`src/hw/rtl/qxmm_pkg.sv`:
```
// ----------------------------------------------------------------------------
// qxmm_pkg
// shared types and constants of the x-frame motor mixer pipeline
// ----------------------------------------------------------------------------
package qxmm_pkg;

  localparam int unsigned NumMotors = 4;
  localparam int unsigned DriveW    = 12;   // motor drive, throttle, config limits
  localparam int unsigned CtrlW     = 12;   // signed controller terms
  localparam int unsigned YawBaseW  = 10;
  localparam int unsigned LimW      = 12;   // yaw_base_limit + |yaw_command| <= 3071
  localparam int unsigned MixW      = 15;   // mixed sum spans -6144 .. 10239
  localparam int unsigned DesatW    = 16;   // sum minus excess
  localparam int unsigned CfgIdxW   = 8;

  // motor order: rear right, front right, rear left, front left
  // a set bit means the term is subtracted for that motor
  localparam logic [NumMotors-1:0] RollNeg  = 4'b0011;
  localparam logic [NumMotors-1:0] PitchNeg = 4'b1010;
  localparam logic [NumMotors-1:0] YawNeg   = 4'b0110;

  localparam int unsigned MotorRearRight  = 0;
  localparam int unsigned MotorFrontRight = 1;
  localparam int unsigned MotorRearLeft   = 2;
  localparam int unsigned MotorFrontLeft  = 3;

  typedef enum logic [CfgIdxW-1:0] {
    CFG_OUTPUT_MIN     = 8'd0,
    CFG_OUTPUT_MAX     = 8'd1,
    CFG_STOP_OUTPUT    = 8'd2,
    CFG_YAW_BASE_LIMIT = 8'd3
  } cfg_idx_e;

  localparam logic [DriveW-1:0]   OutputMinRst    = 12'd1150;
  localparam logic [DriveW-1:0]   OutputMaxRst    = 12'd1850;
  localparam logic [DriveW-1:0]   StopOutputRst   = 12'd1000;
  localparam logic [YawBaseW-1:0] YawBaseLimitRst = 10'd100;

  typedef logic signed [MixW-1:0] mix_t;

  typedef struct packed {
    logic [DriveW-1:0]   output_min;
    logic [DriveW-1:0]   output_max;
    logic [DriveW-1:0]   stop_output;
    logic [YawBaseW-1:0] yaw_base_limit;
  } cfg_t;

  typedef struct packed {
    logic signed [CtrlW-1:0] pid_roll;
    logic signed [CtrlW-1:0] pid_pitch;
    logic signed [CtrlW-1:0] pid_yaw;
    logic [DriveW-1:0]       throttle;
    logic signed [CtrlW-1:0] yaw_command;
    logic                    armed;
    logic                    stop_request;
  } in_t;

  typedef struct packed {
    logic [DriveW-1:0] motor_rear_right;
    logic [DriveW-1:0] motor_front_right;
    logic [DriveW-1:0] motor_rear_left;
    logic [DriveW-1:0] motor_front_left;
    logic              stopped;
  } out_t;

  // after yaw clamp
  typedef struct packed {
    logic signed [CtrlW-1:0] roll;
    logic signed [CtrlW-1:0] pitch;
    logic signed [CtrlW-1:0] yaw;
    logic [DriveW-1:0]       thr;
    logic                    stopped;
  } yaw_t;

  // after mixing
  typedef struct packed {
    mix_t [NumMotors-1:0] motor;
    logic                 stopped;
  } mixed_t;

  // after max search
  typedef struct packed {
    mix_t [NumMotors-1:0] motor;
    logic [MixW-1:0]      excess;
    logic                 stopped;
  } limit_t;

endpackage

```
`src/hw/rtl/qxmm_yaw_stage.sv`:
```
// ----------------------------------------------------------------------------
// qxmm_yaw_stage
// first pipeline stage: yaw clamp against base limit widened by |yaw command|
// ----------------------------------------------------------------------------
module qxmm_yaw_stage (
  input  logic                                clk_i,
  input  logic                                rst_ni,
  input  logic [qxmm_pkg::YawBaseW-1:0]       yaw_base_limit_i,
  input  logic                                valid_i,
  output logic                                ready_o,
  input  qxmm_pkg::in_t                       data_i,
  output logic                                valid_o,
  input  logic                                ready_i,
  output qxmm_pkg::yaw_t                      data_o
);

  logic [qxmm_pkg::LimW-1:0]      cmd_abs;
  logic [qxmm_pkg::LimW-1:0]      lim;
  logic signed [qxmm_pkg::LimW:0] lim_pos;
  logic signed [qxmm_pkg::LimW:0] lim_neg;
  logic signed [qxmm_pkg::LimW:0] yaw_ext;
  logic signed [qxmm_pkg::CtrlW-1:0] yaw_clamped;
  qxmm_pkg::yaw_t                 data_d, data_q;
  logic                           valid_q;

  always_comb begin
    // -(-2048) lands on 2048 as an unsigned 12 bit value
    cmd_abs = data_i.yaw_command[qxmm_pkg::CtrlW-1] ?
              (~data_i.yaw_command + 1'b1) : data_i.yaw_command;
    lim     = {{(qxmm_pkg::LimW-qxmm_pkg::YawBaseW){1'b0}}, yaw_base_limit_i} + cmd_abs;
    lim_pos = $signed({1'b0, lim});
    lim_neg = -lim_pos;
    yaw_ext = {data_i.pid_yaw[qxmm_pkg::CtrlW-1], data_i.pid_yaw};
    // the chosen bound is always reachable from the yaw input, so it fits 12 bits
    if (yaw_ext < lim_neg) begin
      yaw_clamped = lim_neg[qxmm_pkg::CtrlW-1:0];
    end else if (yaw_ext > lim_pos) begin
      yaw_clamped = lim_pos[qxmm_pkg::CtrlW-1:0];
    end else begin
      yaw_clamped = data_i.pid_yaw;
    end
    data_d.roll    = data_i.pid_roll;
    data_d.pitch   = data_i.pid_pitch;
    data_d.yaw     = yaw_clamped;
    data_d.thr     = data_i.throttle;
    data_d.stopped = !data_i.armed || data_i.stop_request;
  end

  assign ready_o = !valid_q || ready_i;

  always_ff @(posedge clk_i or negedge rst_ni) begin
    if (!rst_ni) begin
      valid_q <= 1'b0;
    end else if (ready_o) begin
      valid_q <= valid_i;
    end
  end

  always_ff @(posedge clk_i) begin
    if (ready_o && valid_i) begin
      data_q <= data_d;
    end
  end

  assign valid_o = valid_q;
  assign data_o  = data_q;

endmodule

```
`src/hw/rtl/qxmm_mix_stage.sv`:
```
// ----------------------------------------------------------------------------
// qxmm_mix_stage
// second pipeline stage: throttle plus signed roll, pitch and yaw per motor
// ----------------------------------------------------------------------------
module qxmm_mix_stage (
  input  logic              clk_i,
  input  logic              rst_ni,
  input  logic              valid_i,
  output logic              ready_o,
  input  qxmm_pkg::yaw_t    data_i,
  output logic              valid_o,
  input  logic              ready_i,
  output qxmm_pkg::mixed_t  data_o
);

  localparam int unsigned ExtW = qxmm_pkg::MixW - qxmm_pkg::CtrlW;

  qxmm_pkg::mix_t   roll_p, pitch_p, yaw_p, thr_e;
  qxmm_pkg::mixed_t data_d, data_q;
  logic             valid_q;

  always_comb begin
    roll_p  = {{ExtW{data_i.roll[qxmm_pkg::CtrlW-1]}}, data_i.roll};
    pitch_p = {{ExtW{data_i.pitch[qxmm_pkg::CtrlW-1]}}, data_i.pitch};
    yaw_p   = {{ExtW{data_i.yaw[qxmm_pkg::CtrlW-1]}}, data_i.yaw};
    thr_e   = {{(qxmm_pkg::MixW-qxmm_pkg::DriveW){1'b0}}, data_i.thr};
    for (int i = 0; i < qxmm_pkg::NumMotors; i++) begin
      data_d.motor[i] = thr_e
                      + (qxmm_pkg::RollNeg[i]  ? -roll_p  : roll_p)
                      + (qxmm_pkg::PitchNeg[i] ? -pitch_p : pitch_p)
                      + (qxmm_pkg::YawNeg[i]   ? -yaw_p   : yaw_p);
    end
    data_d.stopped = data_i.stopped;
  end

  assign ready_o = !valid_q || ready_i;

  always_ff @(posedge clk_i or negedge rst_ni) begin
    if (!rst_ni) begin
      valid_q <= 1'b0;
    end else if (ready_o) begin
      valid_q <= valid_i;
    end
  end

  always_ff @(posedge clk_i) begin
    if (ready_o && valid_i) begin
      data_q <= data_d;
    end
  end

  assign valid_o = valid_q;
  assign data_o  = data_q;

endmodule

```
`src/hw/rtl/qxmm_limit_stage.sv`:
```
// ----------------------------------------------------------------------------
// qxmm_limit_stage
// third pipeline stage: largest motor value and its excess over output_max
// ----------------------------------------------------------------------------
module qxmm_limit_stage (
  input  logic                           clk_i,
  input  logic                           rst_ni,
  input  logic [qxmm_pkg::DriveW-1:0]    output_max_i,
  input  logic                           valid_i,
  output logic                           ready_o,
  input  qxmm_pkg::mixed_t               data_i,
  output logic                           valid_o,
  input  logic                           ready_i,
  output qxmm_pkg::limit_t               data_o
);

  qxmm_pkg::mix_t   max01, max23, max_all, hi_e, diff;
  qxmm_pkg::limit_t data_d, data_q;
  logic             valid_q;

  always_comb begin
    max01   = ($signed(data_i.motor[1]) > $signed(data_i.motor[0])) ?
              data_i.motor[1] : data_i.motor[0];
    max23   = ($signed(data_i.motor[3]) > $signed(data_i.motor[2])) ?
              data_i.motor[3] : data_i.motor[2];
    max_all = (max23 > max01) ? max23 : max01;
    hi_e    = $signed({{(qxmm_pkg::MixW-qxmm_pkg::DriveW){1'b0}}, output_max_i});
    diff    = max_all - hi_e;
    data_d.motor   = data_i.motor;
    // excess is positive and below 10240 when taken
    data_d.excess  = (max_all > hi_e) ? diff : '0;
    data_d.stopped = data_i.stopped;
  end

  assign ready_o = !valid_q || ready_i;

  always_ff @(posedge clk_i or negedge rst_ni) begin
    if (!rst_ni) begin
      valid_q <= 1'b0;
    end else if (ready_o) begin
      valid_q <= valid_i;
    end
  end

  always_ff @(posedge clk_i) begin
    if (ready_o && valid_i) begin
      data_q <= data_d;
    end
  end

  assign valid_o = valid_q;
  assign data_o  = data_q;

endmodule

```
`src/hw/rtl/qxmm_clamp_stage.sv`:
```
// ----------------------------------------------------------------------------
// qxmm_clamp_stage
// last pipeline stage: excess shift, min/max clamp and stop override
// ----------------------------------------------------------------------------
module qxmm_clamp_stage (
  input  logic               clk_i,
  input  logic               rst_ni,
  input  qxmm_pkg::cfg_t     cfg_i,
  input  logic               valid_i,
  output logic               ready_o,
  input  qxmm_pkg::limit_t   data_i,
  output logic               valid_o,
  input  logic               ready_i,
  output qxmm_pkg::out_t     data_o
);

  localparam int unsigned PadW = qxmm_pkg::DesatW - qxmm_pkg::DriveW;

  logic signed [qxmm_pkg::DesatW-1:0] lo_e, hi_e, excess_e;
  logic signed [qxmm_pkg::DesatW-1:0] shifted [qxmm_pkg::NumMotors];
  logic [qxmm_pkg::DriveW-1:0]        drive [qxmm_pkg::NumMotors];
  qxmm_pkg::out_t                     data_d, data_q;
  logic                               valid_q;

  always_comb begin
    lo_e     = $signed({{PadW{1'b0}}, cfg_i.output_min});
    hi_e     = $signed({{PadW{1'b0}}, cfg_i.output_max});
    excess_e = $signed({1'b0, data_i.excess});
    for (int i = 0; i < qxmm_pkg::NumMotors; i++) begin
      shifted[i] = {data_i.motor[i][qxmm_pkg::MixW-1], data_i.motor[i]} - excess_e;
      // low bound checked first, so output_min wins when limits cross
      if (data_i.stopped) begin
        drive[i] = cfg_i.stop_output;
      end else if (shifted[i] < lo_e) begin
        drive[i] = cfg_i.output_min;
      end else if (shifted[i] > hi_e) begin
        drive[i] = cfg_i.output_max;
      end else begin
        drive[i] = shifted[i][qxmm_pkg::DriveW-1:0];
      end
    end
    data_d.motor_rear_right  = drive[qxmm_pkg::MotorRearRight];
    data_d.motor_front_right = drive[qxmm_pkg::MotorFrontRight];
    data_d.motor_rear_left   = drive[qxmm_pkg::MotorRearLeft];
    data_d.motor_front_left  = drive[qxmm_pkg::MotorFrontLeft];
    data_d.stopped           = data_i.stopped;
  end

  assign ready_o = !valid_q || ready_i;

  always_ff @(posedge clk_i or negedge rst_ni) begin
    if (!rst_ni) begin
      valid_q <= 1'b0;
    end else if (ready_o) begin
      valid_q <= valid_i;
    end
  end

  always_ff @(posedge clk_i) begin
    if (ready_o && valid_i) begin
      data_q <= data_d;
    end
  end

  assign valid_o = valid_q;
  assign data_o  = data_q;

endmodule

```
`src/hw/rtl/quad_x_motor_mixer.sv`:
```
// ----------------------------------------------------------------------------
// quad_x_motor_mixer
// x-frame quadcopter motor mixer, four stage pipeline with config registers
// ----------------------------------------------------------------------------
// usage
// - input channel: in_valid_i / in_stall_o with in_data_i; a request is taken
//   at a rising edge with valid high and stall low
// - output channel: out_valid_o / out_stall_i with out_data_o; every input
//   request gives exactly one output request with four motor drives
// - config channel: cfg_valid_i / cfg_ready_o, cfg_index_i picks output_min,
//   output_max, stop_output or yaw_base_limit; unknown indexes are dropped;
//   write only while the pipeline is empty
// - pipeline: a taken request passes one stage register each for yaw clamp,
//   mixing, max search and excess shift with clamp, and leaves from the last
// - throughput: one request per cycle while out_stall_i is low, set by the
//   four stage registers; each stage holds one request and refills as soon
//   as it drains
// - stall: out_stall_i freezes the output register; stages behind it keep
//   filling bubbles, in_stall_o rises only once all four stages are full
// - reset: all stages empty, config registers back to their defaults
// ----------------------------------------------------------------------------
module quad_x_motor_mixer (
  input  logic                                clk_i,
  input  logic                                rst_ni,
  // input requests
  input  logic                                in_valid_i,
  output logic                                in_stall_o,
  input  qxmm_pkg::in_t                       in_data_i,
  // output requests
  output logic                                out_valid_o,
  input  logic                                out_stall_i,
  output qxmm_pkg::out_t                      out_data_o,
  // config writes
  input  logic                                cfg_valid_i,
  output logic                                cfg_ready_o,
  input  logic [qxmm_pkg::CfgIdxW-1:0]        cfg_index_i,
  input  logic [qxmm_pkg::DriveW-1:0]         cfg_data_i
);

  qxmm_pkg::cfg_t   cfg_q;

  logic             yaw_ready, yaw_valid;
  logic             mix_ready, mix_valid;
  logic             lim_ready, lim_valid;
  logic             clp_ready;
  qxmm_pkg::yaw_t   yaw_data;
  qxmm_pkg::mixed_t mix_data;
  qxmm_pkg::limit_t lim_data;

  // config register file, always ready
  assign cfg_ready_o = 1'b1;

  always_ff @(posedge clk_i or negedge rst_ni) begin
    if (!rst_ni) begin
      cfg_q.output_min     <= qxmm_pkg::OutputMinRst;
      cfg_q.output_max     <= qxmm_pkg::OutputMaxRst;
      cfg_q.stop_output    <= qxmm_pkg::StopOutputRst;
      cfg_q.yaw_base_limit <= qxmm_pkg::YawBaseLimitRst;
    end else if (cfg_valid_i && cfg_ready_o) begin
      case (cfg_index_i)
        qxmm_pkg::CFG_OUTPUT_MIN: begin
          cfg_q.output_min <= cfg_data_i;
        end
        qxmm_pkg::CFG_OUTPUT_MAX: begin
          cfg_q.output_max <= cfg_data_i;
        end
        qxmm_pkg::CFG_STOP_OUTPUT: begin
          cfg_q.stop_output <= cfg_data_i;
        end
        qxmm_pkg::CFG_YAW_BASE_LIMIT: begin
          cfg_q.yaw_base_limit <= cfg_data_i[qxmm_pkg::YawBaseW-1:0];
        end
        default: begin
          // writes past the register list are ignored
        end
      endcase
    end
  end

  // stall toward the sender whenever the first stage cannot take a request
  assign in_stall_o = !yaw_ready;

  // stage 1: yaw clamp, stop decision
  qxmm_yaw_stage u_yaw (
    .clk_i            (clk_i),
    .rst_ni           (rst_ni),
    .yaw_base_limit_i (cfg_q.yaw_base_limit),
    .valid_i          (in_valid_i),
    .ready_o          (yaw_ready),
    .data_i           (in_data_i),
    .valid_o          (yaw_valid),
    .ready_i          (mix_ready),
    .data_o           (yaw_data)
  );

  // stage 2: four signed sums
  qxmm_mix_stage u_mix (
    .clk_i   (clk_i),
    .rst_ni  (rst_ni),
    .valid_i (yaw_valid),
    .ready_o (mix_ready),
    .data_i  (yaw_data),
    .valid_o (mix_valid),
    .ready_i (lim_ready),
    .data_o  (mix_data)
  );

  // stage 3: max over motors, excess above output_max
  qxmm_limit_stage u_limit (
    .clk_i        (clk_i),
    .rst_ni       (rst_ni),
    .output_max_i (cfg_q.output_max),
    .valid_i      (mix_valid),
    .ready_o      (lim_ready),
    .data_i       (mix_data),
    .valid_o      (lim_valid),
    .ready_i      (clp_ready),
    .data_o       (lim_data)
  );

  // stage 4: shift, clamp, stop override; its register is the output register
  qxmm_clamp_stage u_clamp (
    .clk_i   (clk_i),
    .rst_ni  (rst_ni),
    .cfg_i   (cfg_q),
    .valid_i (lim_valid),
    .ready_o (clp_ready),
    .data_i  (lim_data),
    .valid_o (out_valid_o),
    .ready_i (!out_stall_i),
    .data_o  (out_data_o)
  );

`ifndef NO_ASSERTIONS
  // the input side only backs up once the whole pipeline is full and stuck
  assert property (@(posedge clk_i) disable iff (!rst_ni)
    in_stall_o |-> (out_valid_o && out_stall_i && yaw_valid && mix_valid && lim_valid))
    else $error("input stalled while the pipeline has room");

  // a stopped result carries the stop value on every motor
  assert property (@(posedge clk_i) disable iff (!rst_ni)
    (out_valid_o && out_data_o.stopped) |->
      (out_data_o.motor_rear_right  == cfg_q.stop_output &&
       out_data_o.motor_front_right == cfg_q.stop_output &&
       out_data_o.motor_rear_left   == cfg_q.stop_output &&
       out_data_o.motor_front_left  == cfg_q.stop_output))
    else $error("stopped result without stop value");

  // a running result never exceeds output_max unless it was clamped to output_min
  assert property (@(posedge clk_i) disable iff (!rst_ni)
    (out_valid_o && !out_data_o.stopped) |->
      ((out_data_o.motor_rear_right  <= cfg_q.output_max ||
        out_data_o.motor_rear_right  == cfg_q.output_min) &&
       (out_data_o.motor_front_right <= cfg_q.output_max ||
        out_data_o.motor_front_right == cfg_q.output_min) &&
       (out_data_o.motor_rear_left   <= cfg_q.output_max ||
        out_data_o.motor_rear_left   == cfg_q.output_min) &&
       (out_data_o.motor_front_left  <= cfg_q.output_max ||
        out_data_o.motor_front_left  == cfg_q.output_min)))
    else $error("motor drive above output_max");
`endif

endmodule
```
`config.mk`:
```
export PLATFORM = sky130hd
export DESIGN_NAME = quad_x_motor_mixer
export DESIGN_NICKNAME = d
export VERILOG_FILES = /design/src/hw/rtl/qxmm_pkg.sv /design/src/hw/rtl/qxmm_yaw_stage.sv /design/src/hw/rtl/qxmm_mix_stage.sv /design/src/hw/rtl/qxmm_limit_stage.sv /design/src/hw/rtl/qxmm_clamp_stage.sv /design/src/hw/rtl/quad_x_motor_mixer.sv
export SDC_FILE = /design/constraint.sdc
export NUM_CORES = 1
export LEC_CHECK = 0
export BUFFER_PORTS_ARGS = -buffer_cell sky130_fd_sc_hd__buf_2
export CAP_MARGIN = 20
export CORE_UTILIZATION = 30
export CTS_CLUSTER_SIZE = 30
export DETAILED_ROUTE_END_ITERATION = 10
export PLACE_DENSITY_LB_ADDON = 0.08
export SYNTH_ARGS = -nofsm -noshare
export SYNTH_HDL_FRONTEND = slang
export SYNTH_SLANG_ARGS = --single-unit
```
`constraint.sdc`:
```
create_clock -name clk_i -period 9.2 [get_ports clk_i]
set_input_delay 1.84 -clock clk_i [delete_from_list [all_inputs] [get_ports clk_i]]
set_output_delay 1.84 -clock clk_i [all_outputs]
set_load 0.01 [all_outputs]
```
# Yosys cells after proc, flatten, opt, wreduce, memory -nomap -nowiden
# Index checks and enable logic that the tools add are counted.
[word_totals]
register_bits = 285
output_inout_bits = 52
word_cells = 107
[classes]
add_sub_neg = 21
magnitude_cmp = 14
n_eq_ne = 3
mux = 18
bitwise_logic = 1
reduce_logical = 21
[op_table]
columns = ["operator", "count"]
rows = [
  ["two-way mux 12 bit", 15],
  ["greater-than comparator 16 x 13 -> 1 bit", 4],
  ["< comparator 16 x 13 -> 1 bit", 4],
  ["subtractor 16 x 15 -> 16 bit", 4],
  ["adder 15 x 12 -> 15 bit", 3],
  ["adder 15 bit", 3],
  ["greater-than comparator 15 bit", 3],
  ["two-way mux 15 bit", 3],
  ["negator 12 -> 15 bit", 3],
  ["equality test 8 x 2 -> 1 bit (second input constant)", 2],
  ["adder 13 x 15 -> 15 bit", 1],
  ["adder 14 x 12 -> 15 bit", 1],
  ["adder 14 x 15 -> 15 bit", 1],
  ["greater-than comparator 15 x 13 -> 1 bit", 1],
  ["subtractor 15 x 13 -> 15 bit", 1],
  ["adder 13 x 12 -> 14 bit", 1],
  ["greater-than comparator 12 x 13 -> 1 bit", 1],
  ["< comparator 12 x 13 -> 1 bit", 1],
  ["negator 12 -> 13 bit", 1],
  ["adder 10 x 12 -> 12 bit", 1],
  ["adder 12 x 1 -> 12 bit (second input constant)", 1],
  ["inverter 12 bit", 1],
  ["equality test 8 x 1 -> 1 bit (second input constant)", 1],
  ["zero test 8 bit", 1],
  ["4 further kinds", 20],
]

# Longest topological paths before layout
[depth]
word_depth = 7
ltp_mapped = 34

# Hierarchy
# A second synthesis with hierarchy kept.
[unflattened]
cells_unflattened = 2481
area_unflattened_um2 = 25274.2
[modules_own_cells]
columns = ["module", "instances", "cells_per_inst", "area_per_inst_um2", "seq_area_each_um2"]
rows = [
  ["qxmm_clamp_stage", 1, 891, 7936.4, 1496.4],
  ["qxmm_mix_stage", 1, 755, 7229.4, 1796.7],
  ["qxmm_limit_stage", 1, 436, 4917.2, 2307.2],
  ["qxmm_yaw_stage", 1, 294, 3273.1, 1496.4],
  ["quad_x_motor_mixer", 1, 105, 1918.1, 1179.9],
]

# Worst setup path after synthesis
# OpenSTA, ideal clock, no wires.
[synth_path]
path_kind = "register -> register"
from = "register u_mix.data_q (netlist bit u_mix.data_o[28])"
to = "register u_limit.data_q (netlist bit u_limit.data_o[4]) (data pin)"
setup_ns = 0.264
arrival_time_ns = 6.661
required_ns = 8.936
slack_ns = 2.274
stages_incl_launch_ff = 30
cell_sequence = "edfxtp_1 -> ha_1 -> nand4_1 -> nor2_1 -> o221ai_1 -> a21oi_1 -> clkbuf_1 -> clkbuf_1 -> a21oi_1 -> ha_1 -> and3_1 -> a21boi_0 -> a221oi_1 -> o221ai_2 -> o311ai_2 -> clkbuf_1 -> a21oi_1 -> ha_1 -> nor2b_1 -> o21ai_0 -> a21boi_0 -> o21ai_0 -> a21oi_1 -> o21ai_0 -> a21oi_1 -> o41a_1 -> or4b_1 -> nand4b_2 -> buf_8 -> nor3_2"
[synth_between]
elab_chain_len = 5
elab_cells_between_ends = 6
cone_classes = "add/sub (1); order compare (3); mux (2)"
[synth_rtl]
columns = ["element", "line", "text"]
rows = [
  ["start: declaration", "qxmm_mix_stage.sv:19", "qxmm_pkg::mixed_t data_d, data_q;"],
  ["start signal: assignment", "qxmm_mix_stage.sv:48", "data_q <= data_d;"],
  ["greater-than comparator 15 bit", "qxmm_limit_stage.sv:22", "max01 = ($signed(data_i.motor[1]) > $signed(data_i.motor[0])) ?"],
  ["two-way mux 15 bit (*)", "qxmm_limit_stage.sv:22", ""],
  ["greater-than comparator 15 bit", "qxmm_limit_stage.sv:26", "max_all = (max23 > max01) ? max23 : max01;"],
  ["two-way mux 15 bit (*)", "qxmm_limit_stage.sv:26", ""],
  ["subtractor 15 x 13 -> 15 bit / greater-than comparator 15 x 13 -> 1 bit (equally long branches)", "qxmm_limit_stage.sv:28, qxmm_limit_stage.sv:31", ""],
  ["end signal: assignment", "qxmm_limit_stage.sv:47", "data_q <= data_d;"],
  ["end: declaration", "qxmm_limit_stage.sv:18", "qxmm_pkg::limit_t data_d, data_q;"],
]
# Mark *: on every way between the ends. The rest lies on a longest branch, timed or not.
# A chain may end at the register's enable or synchronous reset.

# Final worst setup path
[layout_path]
from = "register u_mix.data_q (netlist bit u_mix.data_o[58])"
to = "register u_limit.data_q (netlist bit u_limit.data_o[3]) (data pin)"
[layout_between]
elab_chain_len = 5
elab_cells_between_ends = 6
cone_classes = "add/sub (1); order compare (3); mux (2)"
[layout_rtl]
columns = ["element", "line", "text"]
rows = [
  ["greater-than comparator 15 bit", "qxmm_limit_stage.sv:24", "max23 = ($signed(data_i.motor[3]) > $signed(data_i.motor[2])) ?"],
  ["two-way mux 15 bit (*)", "qxmm_limit_stage.sv:24", ""],
  ["greater-than comparator 15 bit", "qxmm_limit_stage.sv:26", ""],
  ["two-way mux 15 bit (*)", "qxmm_limit_stage.sv:26", ""],
  ["subtractor 15 x 13 -> 15 bit / greater-than comparator 15 x 13 -> 1 bit (equally long branches)", "qxmm_limit_stage.sv:28, qxmm_limit_stage.sv:31", ""],
]
# Marks and branches as above.

==> run_results.csv <==
group,metric,value,unit
layout,fin_nets,2987,
place,routabilityCongestion,0.889,
drt,vias,17800,
layout,diodes,0,
clock_tree,htreeDepth,2,
worst_hold_path,worstHoldStart,"u_mix.data_o[0]",
layout,drive_above_1_share,12.2,%
clock_tree,ctsResizeCount,0,
logic_synthesis,synth_area_leader_cell,"edfxtp_1",
logic_synthesis,postSynthNetCount,2826,
clock_tree,post-cts-setup-buffers,0,
place,dp_hpwl,60.5,mm
floorplan,ios,139,
logic_synthesis,synthXorXnorAreaFrac,6.30,%
logic_synthesis,synth_compound_area_share,16.6,%
floorplan,rows,102,
worst_setup_path,critPathRequiredTime,9.47,ns
logic_synthesis,synth_fa_ha_area_share,22.5,%
logic_synthesis,ys_seq_elements,281,
logic_synthesis,postSynthCellCount,2354,
clock_tree,cts_root_buf,"clkbuf_16",
logic_synthesis,yosys_warnings,0,
logic_synthesis,synth_top_area_share,29.3,%
floorplan,start_util,30.4,%
logic_synthesis,yosys.area_share.simple,10.4,%
floorplan,dieArea,79900,um^2
timing,fin_tns_setup,0,ns
timing,fin_skew,0.0495,ns
clock_tree,cts.hold.buffers_added,0,
worst_setup_path,r2r_cells,30,
layout,area_growth,13.5,%
logic_synthesis,syn_area_per_cell,10.0,um^2
status,status,"complete, no violations",
global_routing,grt_first_pass_wirelength,110,mm
logic_synthesis,synthFlopType,"edfxtp_1",
global_routing,grt-ovfl-total,0,
timing,tightest_slew,1.08,ns
timing,rsz0062_at_grt,"no",
logic_synthesis,synth.distinct_cells,82,
logic_synthesis,synth_area_leaders,"edfxtp_1 29%, ha_1 17%, fa_1 5.6%, xnor2_1 5.0%, inv_1 4.4%",
clock_tree,cts_buffer_depth,3,
floorplan,die_height,283,um
run,maxCapViolCount,0,
logic_synthesis,synth_top_family_by_area,"adder cells",
worst_setup_path,slowest_delay,0.80,ns
clock_tree,cts_tree,"yes",
timing,slew_headroom,28.1,%
clock_tree,clk-insertion-delay-late,0.59,ns
timing,finalHoldViolations,0,
worst_hold_path,hold_end,"u_limit.data_o[0]",
worst_setup_path,r2r-end,"u_limit.data_o[3]",
worst_hold_path,min_path_cells,0,
drt,drt_wl_total,73.0,mm
worst_setup_path,timing_worst_setup_path_type,"flop to flop",
worst_setup_path,timing.rr.start,"u_mix.data_o[58]",
logic_synthesis,async_reset_ff_share,17.8,%
global_routing,grt_max_degree,72,
floorplan,core-area,77700,um^2
worst_setup_path,crit_arrival,8.39,ns
drt,wl_per_cell,20.4,um
logic_synthesis,netlist_area,23600,um^2
layout,fill_cells,7937,
place,io_buffers,137,
timing,finalMaxSlewViolations,0,
drt,postRouteAntennaNets,0,
logic_synthesis,netlist_top_cells_count,"319 x ha_1, 277 x inv_1, 231 x edfxtp_1",
floorplan,die_x,283,um
worst_setup_path,r2r_slack,1.08,ns
drt,post_drt_via_cell_ratio,4.97,
clock_tree,clk_pin_slew_worst_paths,0.06,ns
timing,finalCriticalPeriod,8.12,ns
worst_hold_path,min_path_type,"flop to flop",
worst_setup_path,cp_max_fo,18,
timing,finalCritPeriodShare,88.3,%
timing,max_freq,123,MHz
logic_synthesis,synth.area.mux_share,4.39,%
drt,first_pass_iters,5,
clock_tree,cts.sinks,281,
timing,setup_viol,0,
drt,drc,0,
logic_synthesis,synth_edf_count,231,
worst_setup_path,slowest_stage,"o311ai_2",
worst_setup_path,endpoint_kind,"flop",
worst_setup_path,critPathLaunchType,"flop",
clock_tree,cts-buffers-inserted,37,
logic_synthesis,seq_area_frac_synth,34.8,%
logic_synthesis,yosys.cell_count.top_type,"ha_1",
global_routing,antenna_found_initial,1,
global_routing,track_usage,18.4,%
global_routing,grt_pass1_vias,18300,
drt,drt-initial-drc-count,1110,
-- per-layer routing --
layer	up-vias	global-route usage, %	part of all wire [%]
met5	-	0	0
li1	8814	-	-
met3	84	1.58	2.9
met4	0	5.11	2.4
met1	8580	24.2	46
met2	320	32.1	49
-- cell type report --
| class | instances | area [um^2] | area share (%) |
|---|---|---|---|
| clock buffer | 45 | 1000 | 3.73 |
| timing repair buffer | 154 | 813 | 3.03 |
| clock inverter | 22 | 193 | 0.718 |
| sequential | 281 | 8220 | 30.6 |
| multi-input combinational | 1763 | 14300 | 53.2 |
| inverter | 278 | 1040 | 3.89 |
| tap | 1040 | 1300 | 4.85 |
-- cell usage in the layout (no fill, tap or decap), types with 21 or more instances in the layout --
cell type / instances
clkbuf_16: 38
o221ai_1: 21
fa_1: 66
nor3_1: 39
o21a_1: 47
xor2_1: 36
nor2_1: 134
a21oi_1: 160
nor2b_1: 39
buf_2: 137
xnor2_1: 134
nand2_1: 135
a21boi_0: 24
inv_1: 277
o21ai_0: 160
nand2b_1: 35
dfstp_2: 23
dfrtp_1: 27
mux2i_1: 46
nand3_1: 23
edfxtp_1: 231
a21o_1: 54
nand4_1: 25
mux2_2: 50
ha_1: 319
a211oi_1: 28
-- worst max-delay path: cells and delay by family (launching register included) --
kind                       cells  cell delay [ns]
adders and majority gates      3             0.90
DFF                            1             0.44
AOI/OAI and AO/OA             16             4.28
buffers and inverters          2             0.39
and+or+nand+nor                9             1.84
-- how the worst max path moves through the flow --
stage,cells past startpoint,slack (ns),startpoint,end
global route,30,0.29,u_mix.data_o[45],u_limit.data_o[3]
CTS,31,1.02,u_mix.data_o[45],u_limit.data_o[3]
global placement,30,1.16,u_mix.data_o[58],u_limit.data_o[3]
finish,30,1.08,u_mix.data_o[58],u_limit.data_o[3]
floorplan,29,2.27,u_mix.data_o[28],u_limit.data_o[4]
detailed placement,30,1.08,u_mix.data_o[58],u_limit.data_o[5]
-- flip-flops by register name (all words and copies together), names as in the netlist --
register,flops
u_yaw.data_o,49
cfg_q,46
u_limit.valid_o,1
u_mix.valid_o,1
u_mix.data_o,59
u_clamp.data_o,49
u_limit.data_o,74
u_yaw.valid_o,1
u_clamp.valid_o,1
-- kinds of logic (layout without fill, tap and decap cells) --
group,after synthesis,count (layout)
DFF,281,281
AOI/OAI and AO/OA,608,608
other,1,1
buffers and inverters,310,499
adders and majority gates,386,386
muxes,97,97
xor gates and xnor gates,170,170
and+or+nand+nor,501,501
-- through the flow --
step | util (%) | area, um^2 | hold slack (ns) | instances | setup WS (ns)
final | 34.5 | 26800 | 0.378 | 3583 | 1.08
after CTS | 34.5 | 26800 | 0.382 | 3583 | 1.02
after detailed placement | 33.0 | 25600 | 0.408 | 3516 | 1.08
after global placement | 33.0 | 25600 | 0.410 | 3516 | 1.16
after floorplan | - | 23600 | 0.400 | 2354 | 2.27
after global routing | 34.5 | 26800 | 0.396 | 3583 | 0.292
Power is left out: the tool's default activity adds up to more than one toggle a clock period on the data nets, which glitch-free logic cannot reach.
